==> src/hdl/rv32m_pkg.sv <==
// shared types and constants for the rv32m multiply/divide unit
package rv32m_pkg;

  localparam int XLEN = 32;
  localparam int IDXW = 5;
  localparam int DIV_STAGES = XLEN;

  typedef enum logic [2:0] {
    OP_MUL    = 3'd0,
    OP_MULH   = 3'd1,
    OP_MULHSU = 3'd2,
    OP_MULHU  = 3'd3,
    OP_DIV    = 3'd4,
    OP_DIVU   = 3'd5,
    OP_REM    = 3'd6,
    OP_REMU   = 3'd7
  } op_t;

  typedef struct packed {
    logic [2:0]      req_type;
    logic [XLEN-1:0] first_operand;
    logic [XLEN-1:0] second_operand;
    logic [IDXW-1:0] dest_index;
  } req_t;

  typedef struct packed {
    logic [IDXW-1:0] write_index;
    logic [XLEN-1:0] write_value;
  } rsp_t;

  // state carried from one divider cell to the next
  typedef struct packed {
    logic            vld;
    logic [IDXW-1:0] idx;
    logic            is_mul;
    logic [XLEN-1:0] mul_res;
    logic            want_rem;
    logic            neg_q;
    logic            neg_r;
    logic            special;
    logic [XLEN-1:0] special_val;
    logic [XLEN-1:0] dvd;
    logic [XLEN-1:0] dvs;
    logic [XLEN-1:0] rem;
    logic [XLEN-1:0] quo;
  } cell_t;

endpackage

==> src/hdl/rv32m_mul_front.sv <==
// input register, 33x33 signed multiply and divider operand setup
module rv32m_mul_front (
  input  logic              clk,
  input  logic              rst_n,
  input  logic              adv,
  input  logic              in_vld,
  input  rv32m_pkg::req_t   req,
  output rv32m_pkg::cell_t  cout
);

  localparam int W = rv32m_pkg::XLEN;

  rv32m_pkg::req_t req_r;
  logic            vld_r;
  logic signed [W:0]     ma;
  logic signed [W:0]     mb;
  logic signed [2*W+1:0] prod;
  logic                  an;
  logic                  bn;
  logic [W-1:0]          absa;
  logic [W-1:0]          absb;
  logic                  is_signed;
  logic                  by_zero;
  logic                  ovf;
  rv32m_pkg::op_t        op;

  always_ff @(posedge clk) begin
    if (!rst_n) begin
      vld_r <= 1'b0;
    end else if (adv) begin
      vld_r <= in_vld;
    end
    if (adv) begin
      req_r <= req;
    end
  end

  always_comb begin
    op = rv32m_pkg::op_t'(req_r.req_type);
    an = req_r.first_operand[W-1];
    bn = req_r.second_operand[W-1];
    ma = {(op == rv32m_pkg::OP_MULH || op == rv32m_pkg::OP_MULHSU) & an,
          req_r.first_operand};
    mb = {(op == rv32m_pkg::OP_MULH) & bn, req_r.second_operand};
    prod = ma * mb;
    is_signed = (op == rv32m_pkg::OP_DIV) || (op == rv32m_pkg::OP_REM);
    absa = (is_signed && an) ? (~req_r.first_operand + 1'b1) : req_r.first_operand;
    absb = (is_signed && bn) ? (~req_r.second_operand + 1'b1) : req_r.second_operand;
    by_zero = (req_r.second_operand == '0);
    ovf = is_signed && (req_r.first_operand == {1'b1, {(W-1){1'b0}}})
          && (req_r.second_operand == '1);

    cout.vld = vld_r;
    cout.idx = req_r.dest_index;
    cout.is_mul = !req_r.req_type[2];
    cout.mul_res = (op == rv32m_pkg::OP_MUL) ? prod[W-1:0] : prod[2*W-1:W];
    cout.want_rem = req_r.req_type[1];
    cout.neg_q = is_signed && (an != bn);
    cout.neg_r = is_signed && an;
    cout.special = by_zero || ovf;
    if (by_zero) begin
      cout.special_val = req_r.req_type[1] ? req_r.first_operand : '1;
    end else begin
      cout.special_val = req_r.req_type[1] ? '0 : req_r.first_operand;
    end
    cout.dvd = absa;
    cout.dvs = absb;
    cout.rem = '0;
    cout.quo = '0;
  end

endmodule

==> config.mk <==
export PLATFORM = sky130hd
export DESIGN_NAME = rv32m_mul_front
export DESIGN_NICKNAME = d
export VERILOG_FILES = /design/src/hdl/rv32m_pkg.sv /design/src/hdl/rv32m_mul_front.sv
export SDC_FILE = /design/constraint.sdc
export NUM_CORES = 2
export LEC_CHECK = 0
export ABC_AREA = 1
export BUFFER_PORTS_ARGS = -buffer_cell sky130_fd_sc_hd__buf_2
export CAP_MARGIN = 5
export CORE_ASPECT_RATIO = 1.2
export CORE_UTILIZATION = 40
export DETAILED_ROUTE_END_ITERATION = 12
export HOLD_SLACK_MARGIN = 0.12
export PLACE_DENSITY = 0.65
export SYNTH_ARGS = -nofsm -noshare
export SYNTH_HDL_FRONTEND = slang
export SYNTH_SLANG_ARGS = --single-unit
==> constraint.sdc <==
create_clock -name clk -period 8.5 [get_ports clk]
set_input_delay 0.85 -clock clk [delete_from_list [all_inputs] [get_ports clk]]
set_output_delay 0.85 -clock clk [all_outputs]
set_load 0.02 [all_outputs]
==> results_dict.tcl <==
set metrics [dict create \
    cp-start-kind "flop" \
    min-delay-start "vld_r" \
    drive_gt1_frac 0.194 \
    synth_ff_type "edfxtp_1" \
    cts_tree "yes" \
    drv_slew 0 \
    cpMostUsedCell "inv_2" \
    multi_input_area_sq_um 37400 \
    seq_area_sq_um 2180 \
    placed_cells 7604 \
    violations "negative setup slack" \
    tightest_slew_ns 0.792 \
    synth_warnings 0 \
    grt.total_usage 0.284 \
    cap_violations 0 \
    insertion_delay_ns 0.41 \
    crit_fanout 6 \
    setup_ws_ns -0.300 \
    pin_count 279 \
    finalSetupViolations 30 \
    syn_area_sq_um 45300 \
    antenna_found_initial 10 \
    finalSetupTns_ns -4.52 \
    rows 134 \
    hold_ws_ns 0.557 \
    crit_arrival_ns 7.95 \
    numCtsBuffers 9 \
    max_stage_delay_ns 0.63 \
    synth_edf_count 72 \
    final_common_cell "inv_1" \
    syn_area_per_cell_sq_um 7.87 \
    htreeDepth 3 \
    die_w_microns 309 \
    whs_path_depth 2 \
    async_flop_share 0 \
    die_area_sq_um 115000 \
    rsz0062_at_grt "true" \
    drtIter0Drc 2925 \
    seq_area_frac_synth 0.0482 \
    first_global_vias 41252 \
    period_minus_slack_ns 8.80 \
    worstReg2RegStart "vld_r" \
    worstPathRequired_ns 7.65 \
    cts-root-buf "clkbuf_16" \
    ant_nets 0 \
    setup.worst_path.start "op[0]" \
    status "complete, but fails checks" \
    start_util 0.405 \
    portBuffers 214 \
    place_congestion 1.02 \
    clock_path_buffers 2 \
    area_growth_pct 19.9 \
    r2r_cells 2 \
    grt_overflow 0 \
    criticalPathCategory "flop to primary output" \
    slew_headroom 0.471 \
    holdCritPathClass "flop to flop" \
    synthDistinctLibCells 45 \
    ys_ff_latch 73 \
    drc 0 \
    cpMaxStageDelayCell "fa_2" \
    final_cell_mix "inv_1 (1630), nand2_1 (1436), fa_1 (1094), buf_4 (421), buf_2 (186)" \
    fin_skew_ns 0 \
    die_h_microns 371 \
    fmax_mhz 114 \
    viasPerCell 5.02 \
    cts.sinks 73 \
    core_sq_um 112000 \
    dr_total_vias 38778 \
    syn-instance-count 5758 \
    crit_path_end_kind "primary output" \
    dp_hpwl_microns 130000 \
    drt_wl_total_microns 158000 \
    fillers 10793 \
    cts.clk_slew.worst_paths_ns 0.09 \
    grt_max_degree 46 \
    firstDrtPassIters 7 \
    nNetsFinal 7633 \
    grt_pass1_wl_microns 242000 \
    holdBufCountCts 0 \
    final_cells 7723 \
    hold_violations 0 \
    post-route-period-util 1.04 \
    wl_per_cell_microns 20.4 \
]
[registers in the layout, summed over array words and instances, names as in the netlist]
| register | count |
|---|---|
| ma | 31 |
| mb | 31 |
| cout | 5 |
| op | 3 |
| an | 1 |
| bn | 1 |
| vld_r | 1 |
[path summary, 6_finish.rpt]
path                to  slack (ns)
min              vld_r        0.56
max          cout[190]       -0.30
min reg2reg      vld_r        0.56
max reg2reg      vld_r        7.85
[cell usage after synthesis, types with 14 or more instances]
library cell | count | area [sq um]
ha_1 | 216 | 2700
nand2_1 | 1535 | 5760
clkbuf_1 | 155 | 582
a21oi_1 | 100 | 500
buf_2 | 21 | 105
nor2_1 | 232 | 871
fa_1 | 1125 | 22500
nand3_1 | 120 | 601
xnor2_1 | 19 | 166
xor2_1 | 46 | 403
maj3_1 | 32 | 320
buf_1 | 97 | 364
o21ai_0 | 80 | 400
edfxtp_1 | 72 | 2160
buf_4 | 68 | 510
inv_1 | 1698 | 6370
o21bai_1 | 14 | 105
nand4_1 | 30 | 188
nor3_1 | 25 | 125
[metal layers]
metal / part of all wire / up-vias / global-route usage
met1: 0.38 / 19572 / 0.351
met3: 0.082 / 434 / 0.0486
li1: - / 16935 / -
met5: 0.00010 / - / 0
met2: 0.48 / 1835 / 0.474
met4: 0.058 / 2 / 0.146
[area by class of cell]
cell class / count / area share
timing repair buffer: 731 / 0.113
multi-input combinational: 3694 / 0.688
clock buffer: 9 / 0.00415
antenna: 6 / 0.000276
inverter: 1707 / 0.118
tap: 1496 / 0.0345
clock inverter: 7 / 0.00157
sequential: 73 / 0.0402
[worst max-delay path, delay by kind of cell, from the launching register on]
kind / cells / cell delay (ns)
simple gates: 14 / 1.26
fa+ha+maj: 9 / 4.69
flops: 1 / 0.50
buf+inv: 11 / 1.06
[kinds of logic (layout without fill, tap and decap cells)]
family / Yosys count / count (layout) / share of synthesized area
flip-flops: 73 / 73 / 0.0482
AND/OR/NAND/NOR: 1981 / 1981 / 0.173
buffers and inverters: 2054 / 2454 / 0.177
AO/OA/AOI/OAI: 211 / 211 / 0.0248
XOR/XNOR: 65 / 65 / 0.0126
other: 1 / 70 / 0.0000828
adder cells (fa/ha/maj): 1373 / 1373 / 0.564
[stage by stage]
step	utilization	area [sq um]	setup slack (ns)
after floorplan	-	45600	0.0659
after global placement	0.455	50900	-0.348
after detailed placement	0.455	50900	-0.304
after CTS	0.479	53600	-0.108
after global routing	0.486	54300	-0.516
final	0.486	54300	-0.300
[what timing repair did]
item / 4_1_cts / 5_1_grt
resized for setup: 479 / 168
buffers inserted: 90 / 22
pin swaps: 156 / 88
setup endpoints to repair: 32 / 64
Power is left out: the tool's default activity adds up to more than one toggle a clock period on the data nets, which glitch-free logic cannot reach.
