$ cat src/hdl/rv32m_pkg.sv
// shared types and constants for the rv32m multiply/divide unit
package rv32m_pkg;

  localparam int XLEN = 32;
  localparam int IDXW = 5;
  localparam int DIV_STAGES = XLEN;

  typedef enum logic [2:0] {
    OP_MUL    = 3'd0,
    OP_MULH   = 3'd1,
    OP_MULHSU = 3'd2,
    OP_MULHU  = 3'd3,
    OP_DIV    = 3'd4,
    OP_DIVU   = 3'd5,
    OP_REM    = 3'd6,
    OP_REMU   = 3'd7
  } op_t;

  typedef struct packed {
    logic [2:0]      req_type;
    logic [XLEN-1:0] first_operand;
    logic [XLEN-1:0] second_operand;
    logic [IDXW-1:0] dest_index;
  } req_t;

  typedef struct packed {
    logic [IDXW-1:0] write_index;
    logic [XLEN-1:0] write_value;
  } rsp_t;

  // state carried from one divider cell to the next
  typedef struct packed {
    logic            vld;
    logic [IDXW-1:0] idx;
    logic            is_mul;
    logic [XLEN-1:0] mul_res;
    logic            want_rem;
    logic            neg_q;
    logic            neg_r;
    logic            special;
    logic [XLEN-1:0] special_val;
    logic [XLEN-1:0] dvd;
    logic [XLEN-1:0] dvs;
    logic [XLEN-1:0] rem;
    logic [XLEN-1:0] quo;
  } cell_t;

endpackage

$ cat src/hdl/rv32m_div_cell.sv
// one restoring division step, registered, passing its state to the next cell
module rv32m_div_cell (
  input  logic              clk,
  input  logic              rst_n,
  input  logic              adv,
  input  rv32m_pkg::cell_t  cin,
  output rv32m_pkg::cell_t  cout
);

  rv32m_pkg::cell_t cell_nxt;
  rv32m_pkg::cell_t cell_r;
  logic [rv32m_pkg::XLEN:0] trial;
  logic [rv32m_pkg::XLEN:0] diff;

  always_comb begin
    cell_nxt = cin;
    trial = {cin.rem, cin.dvd[rv32m_pkg::XLEN-1]};
    diff = trial - {1'b0, cin.dvs};
    cell_nxt.dvd = {cin.dvd[rv32m_pkg::XLEN-2:0], 1'b0};
    if (!diff[rv32m_pkg::XLEN]) begin
      cell_nxt.rem = diff[rv32m_pkg::XLEN-1:0];
      cell_nxt.quo = {cin.quo[rv32m_pkg::XLEN-2:0], 1'b1};
    end else begin
      cell_nxt.rem = trial[rv32m_pkg::XLEN-1:0];
      cell_nxt.quo = {cin.quo[rv32m_pkg::XLEN-2:0], 1'b0};
    end
  end

  always_ff @(posedge clk) begin
    if (!rst_n) begin
      cell_r.vld <= 1'b0;
    end else if (adv) begin
      cell_r.vld <= cell_nxt.vld;
    end
    if (adv) begin
      cell_r.idx         <= cell_nxt.idx;
      cell_r.is_mul      <= cell_nxt.is_mul;
      cell_r.mul_res     <= cell_nxt.mul_res;
      cell_r.want_rem    <= cell_nxt.want_rem;
      cell_r.neg_q       <= cell_nxt.neg_q;
      cell_r.neg_r       <= cell_nxt.neg_r;
      cell_r.special     <= cell_nxt.special;
      cell_r.special_val <= cell_nxt.special_val;
      cell_r.dvd         <= cell_nxt.dvd;
      cell_r.dvs         <= cell_nxt.dvs;
      cell_r.rem         <= cell_nxt.rem;
      cell_r.quo         <= cell_nxt.quo;
    end
  end

  assign cout = cell_r;

endmodule

$ cat config.mk
export PLATFORM = sky130hd
export DESIGN_NAME = rv32m_div_cell
export DESIGN_NICKNAME = d
export VERILOG_FILES = /design/src/hdl/rv32m_pkg.sv /design/src/hdl/rv32m_div_cell.sv
export SDC_FILE = /design/constraint.sdc
export NUM_CORES = 1
export LEC_CHECK = 0
export BUFFER_PORTS_ARGS = -buffer_cell sky130_fd_sc_hd__buf_2
export CORE_AREA = 2 2 160 162
export CTS_CLUSTER_SIZE = 8
export DETAILED_ROUTE_END_ITERATION = 16
export DIE_AREA = 0 0 162 164
export PLACE_DENSITY = 0.66
export RECOVER_POWER = 25
export SYNTH_ARGS = -nofsm -noshare
export SYNTH_HDL_FRONTEND = slang
export SYNTH_SLANG_ARGS = --single-unit
$ cat constraint.sdc
create_clock -name clk -period 4.7 [get_ports clk]
set_clock_uncertainty 0.05 [all_clocks]
set_input_delay 0.94 -clock clk [delete_from_list [all_inputs] [get_ports clk]]
set_output_delay 0.94 -clock clk [all_outputs]
set_load 0.005 [all_outputs]
==> impl_results.md, run 1 <==
- R2r setup slk: around 4.0 ns
- RSZ-0062 raised after global routing: false
- Final min period: between 3 and 4 ns
- Core footprint: 24820 µm²
- Async set or reset register ratio after synthesis: 0
- First-pass GRT wire length: 36.89 mm
- Vias: 6242
- DR vias/cell: approximately 4.7
- Worst r2r path cells: 2
- Clk pin slew, worst setup/hold paths: ~0.05 ns
- Worst setup SP type: primary input
- Final core utilization: 0.4764
- DR DRC count: 0
- Drt total wl: 26.27 mm
- P_leak: approximately 5.3 nW
- Worst r2r src: cout[202]
- Num CTS Buffers: 29
- I/O pin cnt: 409
- ANT nets after route: 0
- Final Max Tran Viols: 0
- Fmax: 283.8 MHz
- Setup violators final: 0
- Grt ovf: 0
- Clock sink total: 202
- Die area: 26570 µm²
- Critical path class: in2reg
- Worst Setup End Kind: flip-flop
- Data arrival time of the worst path: between 3 and 4 ns
- Clk buf depth: 3
- Initial core utilization: 0.3456
- Routed wire length per instance: 19.81 µm
- Share of the synthesized area in the top cell type: 0.7037
- Synthesis warning total: 0
- Power, Total: 4.867 mW
- Number of synthesized register bits: 202
- Cts hold-fix bufs: 0
- Critical path startpoint: cin[64]
- FF-to-FF End: cout[202]
- Clk root buf: clkbuf_16
- Die X: 162 µm
- Max Fanout on Critical Path: 20
- Post-Syn Area: between 8000 and 9000 µm²
- GRT Resource Usage Total: 0.1838
- Critical path destination: cout[35]
- Relative slew slack: 0.4179
- Most frequent cells in the layout: buf_2, edfxtp_1, inv_1, a21oi_1, ha_1
- Post-CTS sizing: 0
- Worst hold path type: reg2reg
- Port buffer count: 406
- Worst EP required: 4.93 ns
- Hold WS: 0.4896 ns
- Initial DRC Count: between 500 and 600
- Largest net degree at the start of global routing: 111
- Syn avg cell area: approximately 16 µm²
- Tightest Pin Transition: 0.8731 ns
- Cells after Synth: 550
- GP Congestion: between 0.8 and 0.9
- Syn nets: 789
- Pre-Repair DR Iteration Count: 5
- Hold path depth: 2
- Final period utilization: 0.7496
- Status: finished, final reports clean
- Final HPWL DP: 20.38 mm
- Seq/Total Area, Yosys: 0.7061
- Most common cell after layout, fill and taps aside: buf_2
- Net count, final: 1221
- Max-cap violations: 0
- Worst VDD drop: 0.3047 mV
- Final count of hold timing violations: 0
- Top FF cell, synth: edfxtp_1
- Post-synth EDFFs: 201
- TritonCTS clock tree: done
- Worst-Skew Late Latency: 0.52 ns
- H-tree depth: 1
- Std cell rows: 58
- Main area contributors after synthesis: edfxtp_1, ha_1, mux2_4
- Leading area contributor after synthesis: edfxtp_1
- Max reg flops: 202
- Die Span Y: ~160 µm
- Number of global-route vias before repair: between 6000 and 7000
- Netlist cell types: between 50 and 60
- Area grow syn2layout: 37.86%
- Share of cells above drive strength 1: 0.4783
- Postcts setup bufs: 0
- TNS Setup: 0 ns
- Initial antenna violation count: 6
- Pwr Density: 411.6 nW/µm²
## worst max-delay path, stage by stage
cell and delay [ns]:
clkbuf_1 0.10, ha_1 0.23, fa_1 0.40, nand2b_1 0.19, a21oi_1 0.23, o211ai_1 0.17, a21oi_1 0.28, o31a_2 0.23
mux2i_1 0.12, nor2_4 0.12, buf_4 0.34, mux2_2 0.38
## synth_stat cells (all sizes together), types with 2 or more instances
library cell / number
clkbuf: 6
buf: 6
o211ai: 6
a21bo: 3
nand3b: 2
nand2b: 8
o21a: 5
nand4: 6
a211oi: 3
a21oi: 39
xor2: 10
nor3: 4
and2: 3
nand3: 10
and4: 3
mux2i: 6
nor2: 19
o21bai: 5
nor4: 2
nand2: 27
o31ai: 2
nor2b: 6
o21ai: 18
and3: 4
a21o: 18
mux2: 28
edfxtp: 201
nor4b: 2
or3: 2
inv: 38
ha: 32
xnor2: 13
## power breakdown
part	total, mW	switching [mW]	internal, mW	leakage, nW
Combinational	0.749	0.385	0.364	2.91
Sequential	2.22	0.0392	2.18	1.98
Clock	1.90	0.719	1.18	0.395
## worst min path at each step
stage | from | endpoint
final | cout[202] | cout[202]
after global routing | cin[186] | cout[186]
after CTS | cout[202] | cout[202]
after detailed placement | cout[202] | cout[202]
after global placement | cout[202] | cout[202]
after floorplan | cout[202] | cout[202]
## routing by layer
metal / wire length, µm / up-vias / GRT usage
met4: 593 / 6 / 0.05270
li1: - / 2945 / -
met5: 33 / - / 0
met2: 13260 / 262 / 0.3277
met3: 2331 / 40 / 0.05455
met1: 10050 / 2989 / 0.2150
## cells by family (layout without fill, tap and decap cells)
| logic type | Yosys count | in the layout | share of synthesized area |
|---|---|---|---|
| simple gates | 100 | 100 | 0.06040 |
| other cells | 1 | 4 | 0.0004372 |
| compound gates | 107 | 107 | 0.07980 |
| flops | 202 | 202 | 0.7061 |
| xor+xnor | 23 | 23 | 0.02349 |
| fa+ha+maj | 33 | 33 | 0.04901 |
| mux | 34 | 34 | 0.05470 |
| buf+inv | 50 | 493 | 0.02611 |
## stage by stage
step | cell area (µm²) | instances | setup WS, ns
after global placement | 11010 | 1281 | 0.6028
after floorplan | 8577 | 550 | 1.193
after detailed placement | 11010 | 1281 | 0.5805
after CTS | 11820 | 1323 | 1.145
final | 11820 | 1326 | 1.177
after global routing | 11820 | 1324 | 0.9890
## area by class of cell
cell class                      instances  area [µm²]
Tap cell                              330       412.9
Clock buffer                           40       777.0
Sequential cell                       202        6056
Antenna cell                            3       7.507
Timing Repair Buffer                  413        2087
Inverter                               38       142.6
Fill cell                            2275       13000
Multi-Input combinational cell        298        2302
Clock inverter                          2       38.79
(Power assumes the default switching activity.)
==> inputs of run 2 (changes only) <==
--- a/config.mk
+++ b/config.mk
@@ -5,12 +5,13 @@
 export SDC_FILE = /design/constraint.sdc
 export NUM_CORES = 1
 export LEC_CHECK = 0
+export ABC_AREA = 1
 export BUFFER_PORTS_ARGS = -buffer_cell sky130_fd_sc_hd__buf_2
 export CORE_AREA = 2 2 160 162
 export CTS_CLUSTER_SIZE = 8
 export DETAILED_ROUTE_END_ITERATION = 16
 export DIE_AREA = 0 0 162 164
-export PLACE_DENSITY = 0.66
+export PLACE_DENSITY = 0.68
 export RECOVER_POWER = 25
 export SYNTH_ARGS = -nofsm -noshare
 export SYNTH_HDL_FRONTEND = slang
==> constraint.sdc (replaced) <==
create_clock -name clk -period 3.6 [get_ports clk]
set_clock_uncertainty 0.05 [all_clocks]
set_input_delay 0.72 -clock clk [delete_from_list [all_inputs] [get_ports clk]]
set_output_delay 0.72 -clock clk [all_outputs]
set_load 0.005 [all_outputs]
==> impl_results.md, run 2 <==
- RSZ-0062 raised after global routing: false (unchanged)
- Relative slew slack: 0.5493 (was 0.4179)
- Layout fillers: 2385 (was 2275)
- Number of global-route vias before repair: 7335 (was 6210)
- Register share of total power: 0.461 (was 0.456)
- Syn nets: 1126 (was 789)
- Met3 Track Usage GR: 0.06288 (was 0.05455)
- Syn avg cell area: 10.41 µm² (was 15.59 µm²)
- Critical path class: in2reg (unchanged)
- Setup slack after layout: 1.036 ns (was 1.177 ns)
- Core footprint: 24820 µm² (unchanged)
- Most common cell after layout, fill and taps aside: buf_2 (unchanged)
- Number of synthesized register bits: 202 (unchanged)
- Post-synth EDFFs: 201 (unchanged)
- GRT Resource Usage Total: 0.2172 (was 0.1838)
- Post-CTS sizing: 0 (unchanged)
- Share of the synthesized area in the top cell type: 0.6537 (was 0.7037)
- Max Fanout on Critical Path: 33 (was 20)
- Final min period: 2.564 ns
- Tightest Pin Transition: 0.6761 ns (was 0.8731 ns)
- Async set or reset register ratio after synthesis: 0 (unchanged)
- Clk buf depth: 3 (unchanged)
- Worst-Skew Late Latency: 0.51 ns (was 0.52 ns)
- Std cell rows: 58 (unchanged)
- Worst hold path type: in2reg (was reg2reg)
- Status: finished, final reports clean (unchanged)
- DR vias/cell: 4.528 (was 4.707)
- Worst Setup End Kind: flip-flop (unchanged)
- Top-count cell post-synth: nand2_1 (was edfxtp_1)
- Share of cells above drive strength 1: 0.3393 (was 0.4783)
- Switching share of power: 0.2520 (was 0.2349)
- Worst VDD drop: 0.3747 mV (was 0.3047 mV)
- Pre-CTS setup slack: 0.4444 ns (was 0.5805 ns)
- Port buffer count: 406 (unchanged)
- Initial core utilization: 0.3721 (was 0.3456)
- Data arrival time of the worst path: 2.79 ns (was 3.75 ns)
- Post-synthesis simple-gate area fraction: 0.1912 (was 0.06039)
- Initial DRC Count: 544 (was 513)
- TNS Setup: 0 ns (unchanged)
- Final period utilization: 0.7123
- Most frequent cells in the layout: buf_2, nand2_1, edfxtp_1, inv_1, nor2_1 (was buf_2, edfxtp_1, inv_1, a21oi_1, ha_1)
- Cell Area, Placed: 11670 µm² (was 11010 µm²)
- DR DRC count: 0 (unchanged)
- Post-Synth XOR/XNOR Area: 0.01423 (was 0.02349)
- Die X: 162 µm (unchanged)
- Sw Pwr: 1.582 mW (was 1.143 mW)
- I/O pin cnt: 409 (unchanged)
- Clock power share: 0.382 (was 0.390)
- Routed wire length per instance: 18.20 µm (was 19.81 µm)
- Clk pin slew, worst setup/hold paths: 0.06 ns (was 0.05 ns)
- Multiplexer share of the synthesized area: 0 (was 0.05470)
- Drt total wl: 30.27 mm (was 26.27 mm)
- Pwr Density: 504.3 nW/µm² (was 411.6 nW/µm²)
- Worst EP required: 3.82 ns (was 4.93 ns)
- Combinational fraction of design power: 0.157 (was 0.154)
- Cts hold-fix bufs: 0 (unchanged)
- Synthesis warning total: 0 (unchanged)
- Die Span Y: 164 µm (unchanged)
- Final HPWL DP: 24.17 mm (was 20.38 mm)
- Final Max Tran Viols: 0 (unchanged)
- Initial antenna violation count: 9 (was 6)
- Register area: 6056 µm² (unchanged)
- Vias: 7530 (was 6242)
- First-pass GRT wire length: 43.27 mm (was 36.89 mm)
- Met1 usage: 0.2570 (was 0.2150)
- Cells after Synth: 887 (was 550)
- Clk root buf: clkbuf_16 (unchanged)
- Post-synthesis compound-gate area fraction: 0.02168 (was 0.07980)
- Grt ovf: 0 (unchanged)
- Synth cell count leaders: nand2_1, edfxtp_1, inv_1 (was edfxtp_1, a21oi_1, inv_1)
- Finished layout cell area: 12450 µm² (was 11820 µm²)
- Max-cap violations: 0 (unchanged)
- H-tree depth: 1 (unchanged)
- Final core utilization: 0.5016 (was 0.4764)
- Power, Total: 6.278 mW (was 4.867 mW)
- Top FF cell, synth: edfxtp_1 (unchanged)
- Max reg flops: 202 (unchanged)
- P_leak: 6.265 nW (was 5.282 nW)
- Netlist cell types: 28 (was 52)
- Postcts setup bufs: 0 (unchanged)
- Fmax: slightly below 400 MHz
- Leading area contributor after synthesis: edfxtp_1 (unchanged)
- Die area: 26570 µm² (unchanged)
- GP Congestion: 0.8791 (was 0.8469)
- Largest family of logic cells by synthesized area: simple AND/OR/NAND/NOR gates (was compound AO/OA/AOI/OAI gates)
- Post-Synth Adder-Cell Area: 0.04553 (was 0.04902)
- Final count of hold timing violations: 0 (unchanged)
- Setup violators final: 0 (unchanged)
- Net count, final: 1560 (was 1221)
- ANT nets after route: 0 (unchanged)
- Clock sink total: 202 (unchanged)
- TritonCTS clock tree: done (unchanged)
- Largest net degree at the start of global routing: 80 (was 111)
- Internal power: 4.696 mW (was 3.723 mW)
- Met2 Usage GRT: 0.3932 (was 0.3277)
- Area occupied by multi-input gates: 2521 µm² (was 2302 µm²)
- Seq/Total Area, Yosys: 0.6558 (was 0.7061)
- Pre-Repair DR Iteration Count: 7 (was 5)
- Main area contributors after synthesis: edfxtp_1, nand2_1, inv_1 (was edfxtp_1, ha_1, mux2_4)
- Num CTS Buffers: 29 (unchanged)
- GRT busiest layer: met2 (unchanged)
- Worst setup SP type: primary input (unchanged)
- Post-Syn Area: 9234 µm² (was 8577 µm²)
- Area grow syn2layout: 34.81% (was 37.86%)
==> run 2: kinds of logic (layout without fill, tap and decap cells) <==
kind of cell | after synthesis | after routing
flops | 202 | 202
compound gates | 35 | 35
xor+xnor | 15 | 15
other cells | 1 | 2
simple gates | 436 | 436
fa+ha+maj | 33 | 33
buf+inv | 165 | 610
==> run 2: layout make-up <==
type / count / area share
Timing Repair Buffer: 410 / 0.1669
Clock buffer: 41 / 0.06272
Antenna cell: 1 / 0.0002010
Inverter: 158 / 0.04764
Clock inverter: 1 / 0.0004021
Multi-Input combinational cell: 520 / 0.2025
Sequential cell: 202 / 0.4865
Tap cell: 330 / 0.03317
==> run 2: power by group through the flow <==
stage               combinational (mW)  clock (mW)  sequential, mW
floorplan                        0.431           0            2.97
global placement                 0.988           0            2.93
detailed placement                1.00           0            2.94
CTS                               1.01        2.46            2.89
global route                      1.10        2.55            2.91
finish                           0.986        2.40            2.89
==> run 2: worst max-delay path: stages <==
cell and delay, ns:
buf_2 0.09, inv_1 0.04, ha_1 0.19, fa_1 0.41, inv_1 0.13, nand2_1 0.06, nand2_1 0.07, nand3_1 0.09
nand2_2 0.13, nand2_1 0.08, nand2_2 0.10, nand2_2 0.08, nand3_1 0.13, nand2_4 0.25, nand2_1 0.16, nand2_1 0.06
==> run 2: path summary, 6_finish.rpt <==
check	from	endpoint	slack (ns)	depth (start not counted)
worst max-delay path	cin[127]	cout[34]	1.04	16
worst min-delay path	cin[7]	cout[8]	0.32	1
worst max register to register	cout[202]	cout[202]	2.89	2
worst min register to register	cout[202]	cout[202]	0.51	2
==> run 2: stage by stage <==
| stage | hold slack (ns) | cells |
|---|---|---|
| 2_1_floorplan | 0.4748 | 887 |
| 3_3_place_gp | 0.4811 | 1620 |
| 3_5_place_dp | 0.4940 | 1620 |
| 4_1_cts | 0.2894 | 1662 |
| 5_1_grt | 0.2885 | 1663 |
| 6_report | 0.3178 | 1663 |
==> run 2: per-layer routing <==
metal,up-vias,wire length (µm)
met2,268,15290
li1,3715,-
met4,14,564
met1,3479,11910
met3,54,2411
met5,-,95
